--- src/rtl/bjf_pkg.sv ---
// ----------------------------------------------------------------------------
// bjf_pkg
// Types and constants of the bounded job FIFO.
// ----------------------------------------------------------------------------
package bjf_pkg;

    localparam int JOB_W       = 32;
    localparam int QSIZE_W     = 5;
    localparam int CAP_W       = 5;
    localparam int DEPTH_DEF   = 16;
    localparam int TAG_W_DEF   = 32;

    localparam logic [CAP_W-1:0] CAP_RESET = CAP_W'(16);

    localparam logic CMD_ARRIVAL = 1'b0;
    localparam logic CMD_REQUEST = 1'b1;

    localparam logic KIND_NOTE = 1'b0;
    localparam logic KIND_JOB  = 1'b1;

    typedef enum logic [1:0] {
        ST_IDLE,
        ST_NOTE,
        ST_JOB,
        ST_POP
    } bjf_state_t;

    typedef struct packed {
        logic               kind;
        logic [QSIZE_W-1:0] queue_size;
        logic               discard_flag;
        logic [JOB_W-1:0]   job_out;
        logic               last;
    } bjf_result_t;

endpackage

--- src/rtl/bjf_ram.sv ---
// ----------------------------------------------------------------------------
// bjf_ram
// Generic single-write, single-read RAM with registered read data.
// ----------------------------------------------------------------------------
module bjf_ram #(
    parameter int WIDTH = 32,
    parameter int DEPTH = 16
) (
    input  logic                     clk,
    input  logic                     we,
    input  logic [$clog2(DEPTH)-1:0] waddr,
    input  logic [WIDTH-1:0]         wdata,
    input  logic                     re,
    input  logic [$clog2(DEPTH)-1:0] raddr,
    output logic [WIDTH-1:0]         rdata
);

    logic [WIDTH-1:0] mem_reg [DEPTH];
    logic [WIDTH-1:0] rd_data_reg;

    always_ff @(posedge clk)
    begin
        if (we)
        begin
            mem_reg[waddr] <= wdata;
        end
        if (re)
        begin
            rd_data_reg <= mem_reg[raddr];
        end
    end

    assign rdata = rd_data_reg;

endmodule

--- src/rtl/bjf_ctrl.sv ---
// ----------------------------------------------------------------------------
// bjf_ctrl
// Queue pointers, fill count, server state and the result sequencer.
// ----------------------------------------------------------------------------
module bjf_ctrl #(
    parameter int DEPTH = bjf_pkg::DEPTH_DEF,
    parameter int SW    = bjf_pkg::JOB_W
) (
    input  logic                        clk,
    input  logic                        rst_n,
    input  logic                        in_valid,
    output logic                        in_stall,
    input  logic                        command,
    input  logic [bjf_pkg::JOB_W-1:0]   job_tag,
    input  logic                        cfg_write,
    input  logic [bjf_pkg::CAP_W-1:0]   cfg_data,
    output logic                        ram_we,
    output logic [$clog2(DEPTH)-1:0]    ram_waddr,
    output logic [SW-1:0]               ram_wdata,
    output logic                        ram_re,
    output logic [$clog2(DEPTH)-1:0]    ram_raddr,
    input  logic [SW-1:0]               ram_rdata,
    output logic                        push,
    output bjf_pkg::bjf_result_t        res,
    input  logic                        push_ready
);

    import bjf_pkg::*;

    localparam int AW   = $clog2(DEPTH);
    localparam int CW   = $clog2(DEPTH + 1);
    localparam int CMPW = (CW > CAP_W) ? CW : CAP_W;

    bjf_state_t        state_reg, state_next;
    logic [AW-1:0]     head_reg, head_next, head_inc;
    logic [AW-1:0]     tail_reg, tail_next, tail_inc;
    logic [CW-1:0]     fill_reg, fill_next, fill_new;
    logic              wait_reg, wait_next;
    logic              disc_reg, disc_next;
    logic              emit_reg, emit_next;
    logic [CAP_W-1:0]  cap_reg;
    logic [CMPW-1:0]   lim;
    logic              drop;
    logic              accept;

    // effective limit saturates at the store depth
    assign lim = (CMPW'(cap_reg) < CMPW'(DEPTH)) ? CMPW'(cap_reg) : CMPW'(DEPTH);
    assign drop = (CMPW'(fill_reg) >= lim);
    assign fill_new = drop ? fill_reg : fill_reg + CW'(1);

    assign head_inc = (head_reg == AW'(DEPTH - 1)) ? '0 : head_reg + AW'(1);
    assign tail_inc = (tail_reg == AW'(DEPTH - 1)) ? '0 : tail_reg + AW'(1);

    assign ram_waddr = tail_reg;
    assign ram_wdata = job_tag[SW-1:0];
    assign ram_raddr = head_reg;

    always_ff @(posedge clk or negedge rst_n)
    begin
        if (!rst_n)
        begin
            state_reg <= ST_IDLE;
            head_reg  <= '0;
            tail_reg  <= '0;
            fill_reg  <= '0;
            wait_reg  <= 1'b0;
            disc_reg  <= 1'b0;
            emit_reg  <= 1'b0;
            cap_reg   <= CAP_RESET;
        end
        else
        begin
            state_reg <= state_next;
            head_reg  <= head_next;
            tail_reg  <= tail_next;
            fill_reg  <= fill_next;
            wait_reg  <= wait_next;
            disc_reg  <= disc_next;
            emit_reg  <= emit_next;
            if (cfg_write)
            begin
                cap_reg <= cfg_data;
            end
        end
    end

    always_comb
    begin
        state_next = state_reg;
        head_next  = head_reg;
        tail_next  = tail_reg;
        fill_next  = fill_reg;
        wait_next  = wait_reg;
        disc_next  = disc_reg;
        emit_next  = emit_reg;
        ram_we     = 1'b0;
        ram_re     = 1'b0;
        push       = 1'b0;
        in_stall   = (state_reg != ST_IDLE);
        accept     = 1'b0;
        res        = '0;

        case (state_reg)
            ST_IDLE:
            begin
                accept = in_valid;
                if (accept && command == CMD_ARRIVAL)
                begin
                    ram_we     = !drop;
                    tail_next  = drop ? tail_reg : tail_inc;
                    fill_next  = fill_new;
                    disc_next  = drop;
                    emit_next  = wait_reg && (fill_new != '0);
                    state_next = ST_NOTE;
                end
                else if (accept)
                begin
                    wait_next = 1'b1;
                    if (fill_reg != '0)
                    begin
                        ram_re     = 1'b1;
                        state_next = ST_JOB;
                    end
                end
            end

            ST_NOTE:
            begin
                // head read runs here, after the tail write has landed
                ram_re           = emit_reg;
                push             = 1'b1;
                res.kind         = KIND_NOTE;
                res.queue_size   = QSIZE_W'(fill_reg);
                res.discard_flag = disc_reg;
                res.last         = !emit_reg;
                if (push_ready)
                begin
                    state_next = emit_reg ? ST_JOB : ST_IDLE;
                end
            end

            ST_JOB:
            begin
                push        = 1'b1;
                res.kind    = KIND_JOB;
                res.job_out = JOB_W'(ram_rdata);
                if (push_ready)
                begin
                    head_next  = head_inc;
                    fill_next  = fill_reg - CW'(1);
                    wait_next  = 1'b0;
                    state_next = ST_POP;
                end
            end

            ST_POP:
            begin
                push           = 1'b1;
                res.kind       = KIND_NOTE;
                res.queue_size = QSIZE_W'(fill_reg);
                res.last       = 1'b1;
                if (push_ready)
                begin
                    state_next = ST_IDLE;
                end
            end

            default:
            begin
                state_next = ST_IDLE;
            end
        endcase
    end

endmodule

--- src/rtl/bjf_out.sv ---
// ----------------------------------------------------------------------------
// bjf_out
// One-entry output register between the sequencer and the result channel.
// ----------------------------------------------------------------------------
module bjf_out (
    input  logic                        clk,
    input  logic                        rst_n,
    input  logic                        push,
    input  bjf_pkg::bjf_result_t        res,
    output logic                        push_ready,
    output logic                        out_valid,
    input  logic                        out_stall,
    output logic                        kind,
    output logic [bjf_pkg::QSIZE_W-1:0] queue_size,
    output logic                        discard_flag,
    output logic [bjf_pkg::JOB_W-1:0]   job_out,
    output logic                        last
);

    import bjf_pkg::*;

    logic        valid_reg;
    bjf_result_t res_reg;

    assign push_ready = !valid_reg || !out_stall;

    always_ff @(posedge clk or negedge rst_n)
    begin
        if (!rst_n)
        begin
            valid_reg <= 1'b0;
        end
        else if (push_ready)
        begin
            valid_reg <= push;
        end
    end

    always_ff @(posedge clk)
    begin
        if (push_ready && push)
        begin
            res_reg <= res;
        end
    end

    assign out_valid    = valid_reg;
    assign kind         = res_reg.kind;
    assign queue_size   = res_reg.queue_size;
    assign discard_flag = res_reg.discard_flag;
    assign job_out      = res_reg.job_out;
    assign last         = res_reg.last;

endmodule

--- src/rtl/bounded_job_fifo_pull.sv ---
// ----------------------------------------------------------------------------
// bounded_job_fifo_pull
// Bounded drop-tail job FIFO, pulled by one server.
// ----------------------------------------------------------------------------
// Input channel (in_valid / in_stall): command 0 is a job arrival carrying
// job_tag, command 1 is a dequeue request from the server.
// Result channel (out_valid / out_stall): kind 0 is a size notification
// (queue_size, discard_flag), kind 1 a job handed over (job_out); last ends a request.
// An arrival gives a notification, and if the server was waiting, the job
// and a second notification. A request on a non-empty queue gives the head
// job and a notification; on an empty one it only marks the server waiting.
// The sequencer gives one result a cycle while the receiver does not stall,
// after the cycle that takes the request. The first result is registered
// in the state register and then in the output register before it is offered.
// A stall on the result side holds the output register and the sequencer;
// in_stall is high while a request is still being worked.
// cfg_write loads capacity_limit (cfg_data); write it only while idle.
// Reset empties the queue, marks the server busy, sets the limit to 16.
// ----------------------------------------------------------------------------
module bounded_job_fifo_pull #(
    parameter int DEPTH     = bjf_pkg::DEPTH_DEF,
    parameter int TAG_WIDTH = bjf_pkg::TAG_W_DEF
) (
    input  logic                        clk,
    input  logic                        rst_n,
    input  logic                        in_valid,
    output logic                        in_stall,
    input  logic                        command,
    input  logic [bjf_pkg::JOB_W-1:0]   job_tag,
    input  logic                        cfg_write,
    input  logic [bjf_pkg::CAP_W-1:0]   cfg_data,
    output logic                        out_valid,
    input  logic                        out_stall,
    output logic                        kind,
    output logic [bjf_pkg::QSIZE_W-1:0] queue_size,
    output logic                        discard_flag,
    output logic [bjf_pkg::JOB_W-1:0]   job_out,
    output logic                        last
);

    import bjf_pkg::*;

    // stored tag width: only the low TAG_WIDTH bits are kept, and never
    // more than the result field can show
    localparam int SW = (TAG_WIDTH < JOB_W) ? TAG_WIDTH : JOB_W;
    localparam int AW = $clog2(DEPTH);

    logic          ram_we;
    logic [AW-1:0] ram_waddr;
    logic [SW-1:0] ram_wdata;
    logic          ram_re;
    logic [AW-1:0] ram_raddr;
    logic [SW-1:0] ram_rdata;

    logic          push;
    logic          push_ready;
    bjf_result_t   res;

    // job store
    bjf_ram #(
        .WIDTH (SW),
        .DEPTH (DEPTH)
    ) u_ram (
        .clk   (clk),
        .we    (ram_we),
        .waddr (ram_waddr),
        .wdata (ram_wdata),
        .re    (ram_re),
        .raddr (ram_raddr),
        .rdata (ram_rdata)
    );

    // pointers, counts and the result sequencer
    bjf_ctrl #(
        .DEPTH (DEPTH),
        .SW    (SW)
    ) u_ctrl (
        .clk        (clk),
        .rst_n      (rst_n),
        .in_valid   (in_valid),
        .in_stall   (in_stall),
        .command    (command),
        .job_tag    (job_tag),
        .cfg_write  (cfg_write),
        .cfg_data   (cfg_data),
        .ram_we     (ram_we),
        .ram_waddr  (ram_waddr),
        .ram_wdata  (ram_wdata),
        .ram_re     (ram_re),
        .ram_raddr  (ram_raddr),
        .ram_rdata  (ram_rdata),
        .push       (push),
        .res        (res),
        .push_ready (push_ready)
    );

    // output register decouples the result receiver
    bjf_out u_out (
        .clk          (clk),
        .rst_n        (rst_n),
        .push         (push),
        .res          (res),
        .push_ready   (push_ready),
        .out_valid    (out_valid),
        .out_stall    (out_stall),
        .kind         (kind),
        .queue_size   (queue_size),
        .discard_flag (discard_flag),
        .job_out      (job_out),
        .last         (last)
    );

endmodule

--- config.mk ---
export PLATFORM = sky130hd
export DESIGN_NAME = bounded_job_fifo_pull
export DESIGN_NICKNAME = d
export VERILOG_FILES = /design/src/rtl/bjf_pkg.sv /design/src/rtl/bjf_ram.sv /design/src/rtl/bjf_ctrl.sv /design/src/rtl/bjf_out.sv /design/src/rtl/bounded_job_fifo_pull.sv
export SDC_FILE = /design/constraint.sdc
export NUM_CORES = 1
export LEC_CHECK = 0
export BUFFER_PORTS_ARGS = -buffer_cell sky130_fd_sc_hd__buf_2
export CAP_MARGIN = 20
export CORE_MARGIN = 2
export CORE_UTILIZATION = 47
export CTS_BUF_LIST = sky130_fd_sc_hd__clkbuf_4 sky130_fd_sc_hd__clkbuf_8 sky130_fd_sc_hd__clkbuf_16
export CTS_CLUSTER_DIAMETER = 150
export DETAILED_ROUTE_END_ITERATION = 7
export PLACE_DENSITY_LB_ADDON = 0.2
export SLEW_MARGIN = 20
export SYNTH_ARGS = -nofsm -noshare
export SYNTH_HDL_FRONTEND = slang
export SYNTH_HIERARCHICAL = 1
export SYNTH_SLANG_ARGS = --single-unit
--- constraint.sdc ---
create_clock -name clk -period 8.8 [get_ports clk]
set_input_delay 0.44 -clock clk [delete_from_list [all_inputs] [get_ports clk]]
set_output_delay 0.44 -clock clk [all_outputs]
set_load 0.02 [all_outputs]
==> Word-level counts from Yosys, hierarchy flattened <==
Memories as Yosys holds them, arrays and structs flattened. A register that Yosys moved wholly into a read port is not among the register bits.
Cells that the tools add are included.
{ "totals": {"word_cells": 87, "memories": 1, "regBits": 64, "output_inout_bits": 42, "inputBits": 43, "ramBits": 512} }
{ "memory_table": {"columns": ["name", "depth", "width", "rd", "rd_clocked_by_memory_dff", "wr", "line", "rtl"], "rows": [
  ["u_ram.mem_reg", 16, 32, 1, 1, 1, "bjf_ram.sv:18", "logic [WIDTH-1:0] mem_reg [DEPTH];"]
]} }
{ "op_classes": {"n_eq_ne": 13, "n_lt_le_gt_ge": 2, "add_sub_neg": 4, "muxes": 30, "bitwise": 2, "n_reduce_logical": 21} }
{ "op_table": {"columns": ["cell", "count"], "rows": [
  ["$mux 5", 4],
  ["$mux 2", 7],
  ["$mux 1", 12],
  ["$pmux 5 s2", 1],
  ["$reduce_bool 5->1", 2],
  ["$add 4x1->4 const B", 2],
  ["$eq 4x4->1 const B", 2],
  ["$mux 4", 2],
  ["$ne 2x1->1 const B", 4],
  ["$pmux 2 s4", 1],
  ["$pmux 1 s2", 3],
  ["$reduce_and 3->1", 2],
  ["$add 5x1->5 const B", 1],
  ["$ge 5x5->1", 1],
  ["$lt 5x5->1 const B", 1],
  ["$reduce_and 5->1", 1],
  ["$sub 5x1->5 const B", 1],
  ["$eq 2x2->1 const B", 2],
  ["$logic_not 1->1", 4],
  ["$ne 2x2->1 const B", 2],
  ["$reduce_and 2->1", 2],
  ["$reduce_and 4->1", 1],
  ["$reduce_bool 2->1", 2],
  ["$logic_and 1x1->1", 3],
  ["other kinds (8)", 9]
]} }

==> Longest topological paths before layout <==
{ "depth": {"depth_word": 8, "depth_mapped": 8, "mapped_depth_nobuf": 8} }

==> By module <==
Netlist, hierarchy kept.
{ "modules_own_cells": {"columns": ["mod", "cells_per_inst", "area_each_um2", "instances"], "rows": [
  ["bjf_ram", 838, 20155.6, 1],
  ["bjf_ctrl", 230, 1968.1, 1],
  ["bjf_out", 44, 1248.7, 1]
]} }

==> Worst setup path after synthesis <==
Ideal clock, no wire load.
{ "synth_timing": {"path_kind": "register to register", "startpoint": "register u_ctrl.fill_reg[0]", "endpoint": "memory u_ram.mem_reg[0][0] (enable)", "period_less_slack_ps": 4925, "t_arrival_ps": 4464, "slack_ps": 3875, "required_time_ps": 8339, "path_stages_with_launch": 9, "setup_ps": 461, "cell_sequence": "dfrtp_1 > clkbuf_1 > inv_1 > ha_1 > nor2b_1 > o21ai_1 > a211oi_4 > or3b_2 > nor3_1"} }
{ "synth_via": {"elab_chain_len": 6} }
{ "synth_lines": {"columns": ["element", "line", "rtl"], "rows": [
  ["from (decl)", "bjf_ctrl.sv:37", "logic [CW-1:0] fill_reg, fill_next, fill_new;"],
  ["from (signal assigned)", "bjf_ctrl.sv:76", "fill_reg <= fill_next;"],
  ["$ge 5x5->1", "bjf_ctrl.sv:48", "assign drop = (CMPW'(fill_reg) >= lim);"],
  ["$logic_not 1->1", "bjf_ctrl.sv:109", "ram_we = !drop;"],
  ["$mux 1", "bjf_ctrl.sv:107", "if (accept && command == CMD_ARRIVAL)"],
  ["$mux 1", "bjf_ctrl.sv:103", "case (state_reg)"],
  ["via ram_we", "bounded_job_fifo_pull.sv:48", "logic ram_we;"],
  ["$mux 1", "bjf_ram.sv:23", "if (we)"],
  ["$mux 1 (not written as such)", "bjf_ram.sv:25", "mem_reg[waddr] <= wdata;"],
  ["to (decl)", "bjf_ram.sv:18", null]
]} }
The timed path passes the listed nets, and every way through them passes these cells.

==> Worst setup path in the final report <==
{ "layout_timing": {"startpoint": "register u_ctrl.fill_reg[0]", "endpoint": "memory u_ram.mem_reg[12][14] (enable)"} }
The elaborated chain is that of the path after synthesis.

==> results.txt <==
post-DP HPWL -> 27.9 mm
CTS tree -> built
main flop type after synthesis -> edfxtp_1
via count -> 10,900
starting density of the core -> 47.6%
DP Cell Count -> 1,801
clk_lat worst skew -> 620 ps
mapped cell area -> 23,400 um2
post_cts resized -> 0
starting DRC count in detailed routing -> 849
Worst Hold Class -> in -> reg
largest net degree at the start of global routing -> 62
gpl congestion -> 0.791
Total GRT Usage -> 19.7%
Slew @ Worst Pin -> 1060 ps
final slew viol count -> 0
Synth area leaders -> edfxtp_1, mux4_2, dfrtp_1
DR WL/cell -> 25.6 um
Final TNS setup -> 0 ps
Lkg Pwr -> 8.63 nW
Post-CTS Setup Repair Bufs -> 0
Max transition margin -> 29.4%
I/O Pins -> 85
Netlist cell types -> 53
initial antenna violation count -> 2
routed vias/inst -> 5.69
Crit path arrival time -> 4280 ps
Clock Tree Root -> clkbuf_16
Tcrit/Tclk final -> 45.7%
die height -> 227 um
crit path max fanout -> 24
Fmax -> 0.249 GHz
Final Hold Viols -> 0
Seq/Total Area, Yosys -> 77.6%
#FFs+latches synth -> 608
full die area -> 51,500 um2
CP Launch Type -> register
CTS Buf Count -> 61
syn avg cell area -> 21.0 um2
clock buffer depth -> 3
clk slew on worst S/H paths -> 60 ps
Area Overhead vs Synth -> 13.9%
vias in the first global route -> 11,300
number of synthesized flops with an enable pin -> 584
Worst Setup Path Type -> reg -> reg
TritonCTS Sinks -> 608
drt pass-1 iters -> 5
WL final -> 49.2 mm
# H-tree levels -> 2
most frequent cell after synthesis -> edfxtp_1
ys async rst share -> 3.95%
Worst Setup End Kind -> register
WP data required -> 9060 ps
Std-Cell Core Area -> 49,100 um2
layout cell share with drive strength beyond 1 -> 30.2%
std cell rows -> 81
Synthesized Nets -> 1,165
Antenna Cells -> 0
Die X -> 227 um
Post-synth top cells -> edfxtp_1, mux4_2, a22oi_1
PwrDens -> 304 nW/um2
VDD IR-drop max -> 0.000153 V
max cap viols -> 0
fin nets -> 1,256
first-pass GRT wire length -> 73.9 mm
Synth Instances -> 1,112
post-synth top area share -> 75.0%
max reg flops -> 512
I/O Buffers -> 84
grt ovf -> 0
clock period minus worst slack -> 4020 ps
CTS Hold Bufs -> 1
DRC viols -> 0
area leader, netlist -> edfxtp_1
status -> complete, no violations
final setup vio count -> 0
fin cells -> 1,918
RSZ-0062 raised after global routing -> no
Routed Antenna Nets -> 0
Yosys warning count -> 6
clock skew -> 17.4 ps
cell usage in the layout, fill, tap and decap left out, drive strengths merged, types with 5 or more instances in the layout:
cell type	count
mux4	128
dfrtp	23
buf	112
ha	10
a22oi	64
inv	10
edfxtp	584
clkinv	25
a21oi	13
nand4	5
xnor2	5
clkbuf	79
and2	39
nand3	6
nor2	19
o21ai	12
mux2	7
nor3	10
nand2	50
worst max-delay path, cell delays in order (launching register included):
cell	delay (ps)
dfrtp_1	540
inv_1	150
ha_1	330
nor2b_1	150
o21ai_1	230
a211oi_4	520
nand3_1	400
nor3_2	810
buf_4	520
per-stage QoR:
step / instance area [um2] / hold WS [ps] / total power [mW] / util [%] / setup slack, ps
2_1_floorplan: 23400 / 144 / 5.07 / - / 3870
3_3_place_gp: 24400 / 469 / 5.62 / 49.8 / 4840
3_5_place_dp: 24600 / 473 / 5.64 / 50.1 / 4790
4_1_cts: 26600 / 12.6 / 8.17 / 54.2 / 4750
5_1_grt: 26600 / 34.0 / 8.47 / 54.3 / 4480
6_report: 26600 / 53.4 / 8.10 / 54.3 / 4780
cell families after synthesis:
| family | share of synthesized area [%] |
|---|---|
| multiplexers | 12.7 |
| buffers and inverters | 2.24 |
| flip-flops | 77.6 |
| XOR/XNOR | 0.225 |
| adder cells (fa/ha/maj) | 0.535 |
| AND/OR/NAND/NOR | 3.25 |
| AO/OA/AOI/OAI | 3.40 |
layout make-up:
class / instances / area, um2
fillers: 3795 / 22400
flip-flops and latches: 608 / 18100
multi-input cells: 411 / 4860
clock buffers: 79 / 1690
well taps: 664 / 831
repair buffers: 113 / 783
clock inverters: 35 / 275
inverters: 8 / 30.0
layer usage:
layer / vias up / part of all wire, % / wire length [um] / track usage (%)
li1: 4739 / - / - / -
met1: 5829 / 43 / 21300 / 27.1
met2: 276 / 51 / 24900 / 33.6
met3: 66 / 4.4 / 2140 / 3.21
met4: 4 / 1.6 / 805 / 4.47
met5: - / 0.053 / 26 / 0
final timing paths:
kind	startpoint	to	slack, ps	cells past startpoint
max in group asynchronous	rst_n	u_ctrl/ram_raddr[1]	8000	2
hold / removal	cfg_data[2]	u_ctrl/cap_reg[2]	50	2
min in group asynchronous	rst_n	u_ctrl/cap_reg[1]	350	2
setup / recovery	u_ctrl/fill_reg[0]	u_ram/mem_reg[12][14]	4780	8
hold reg to reg	u_ctrl/wait_reg	u_ctrl/wait_reg	510	2
setup reg to reg	u_ctrl/fill_reg[0]	u_ram/mem_reg[12][14]	4780	8
where the power goes:
group | internal, mW | switching [mW] | total, mW | leakage [nW]
logic | 0.848 | 1.05 | 1.90 | 2.07
registers | 3.45 | 0.229 | 3.68 | 5.58
clock network | 1.47 | 1.06 | 2.52 | 0.979
total | 5.77 | 2.33 | 8.10 | 8.63
Power figures use the tool's default switching activity.
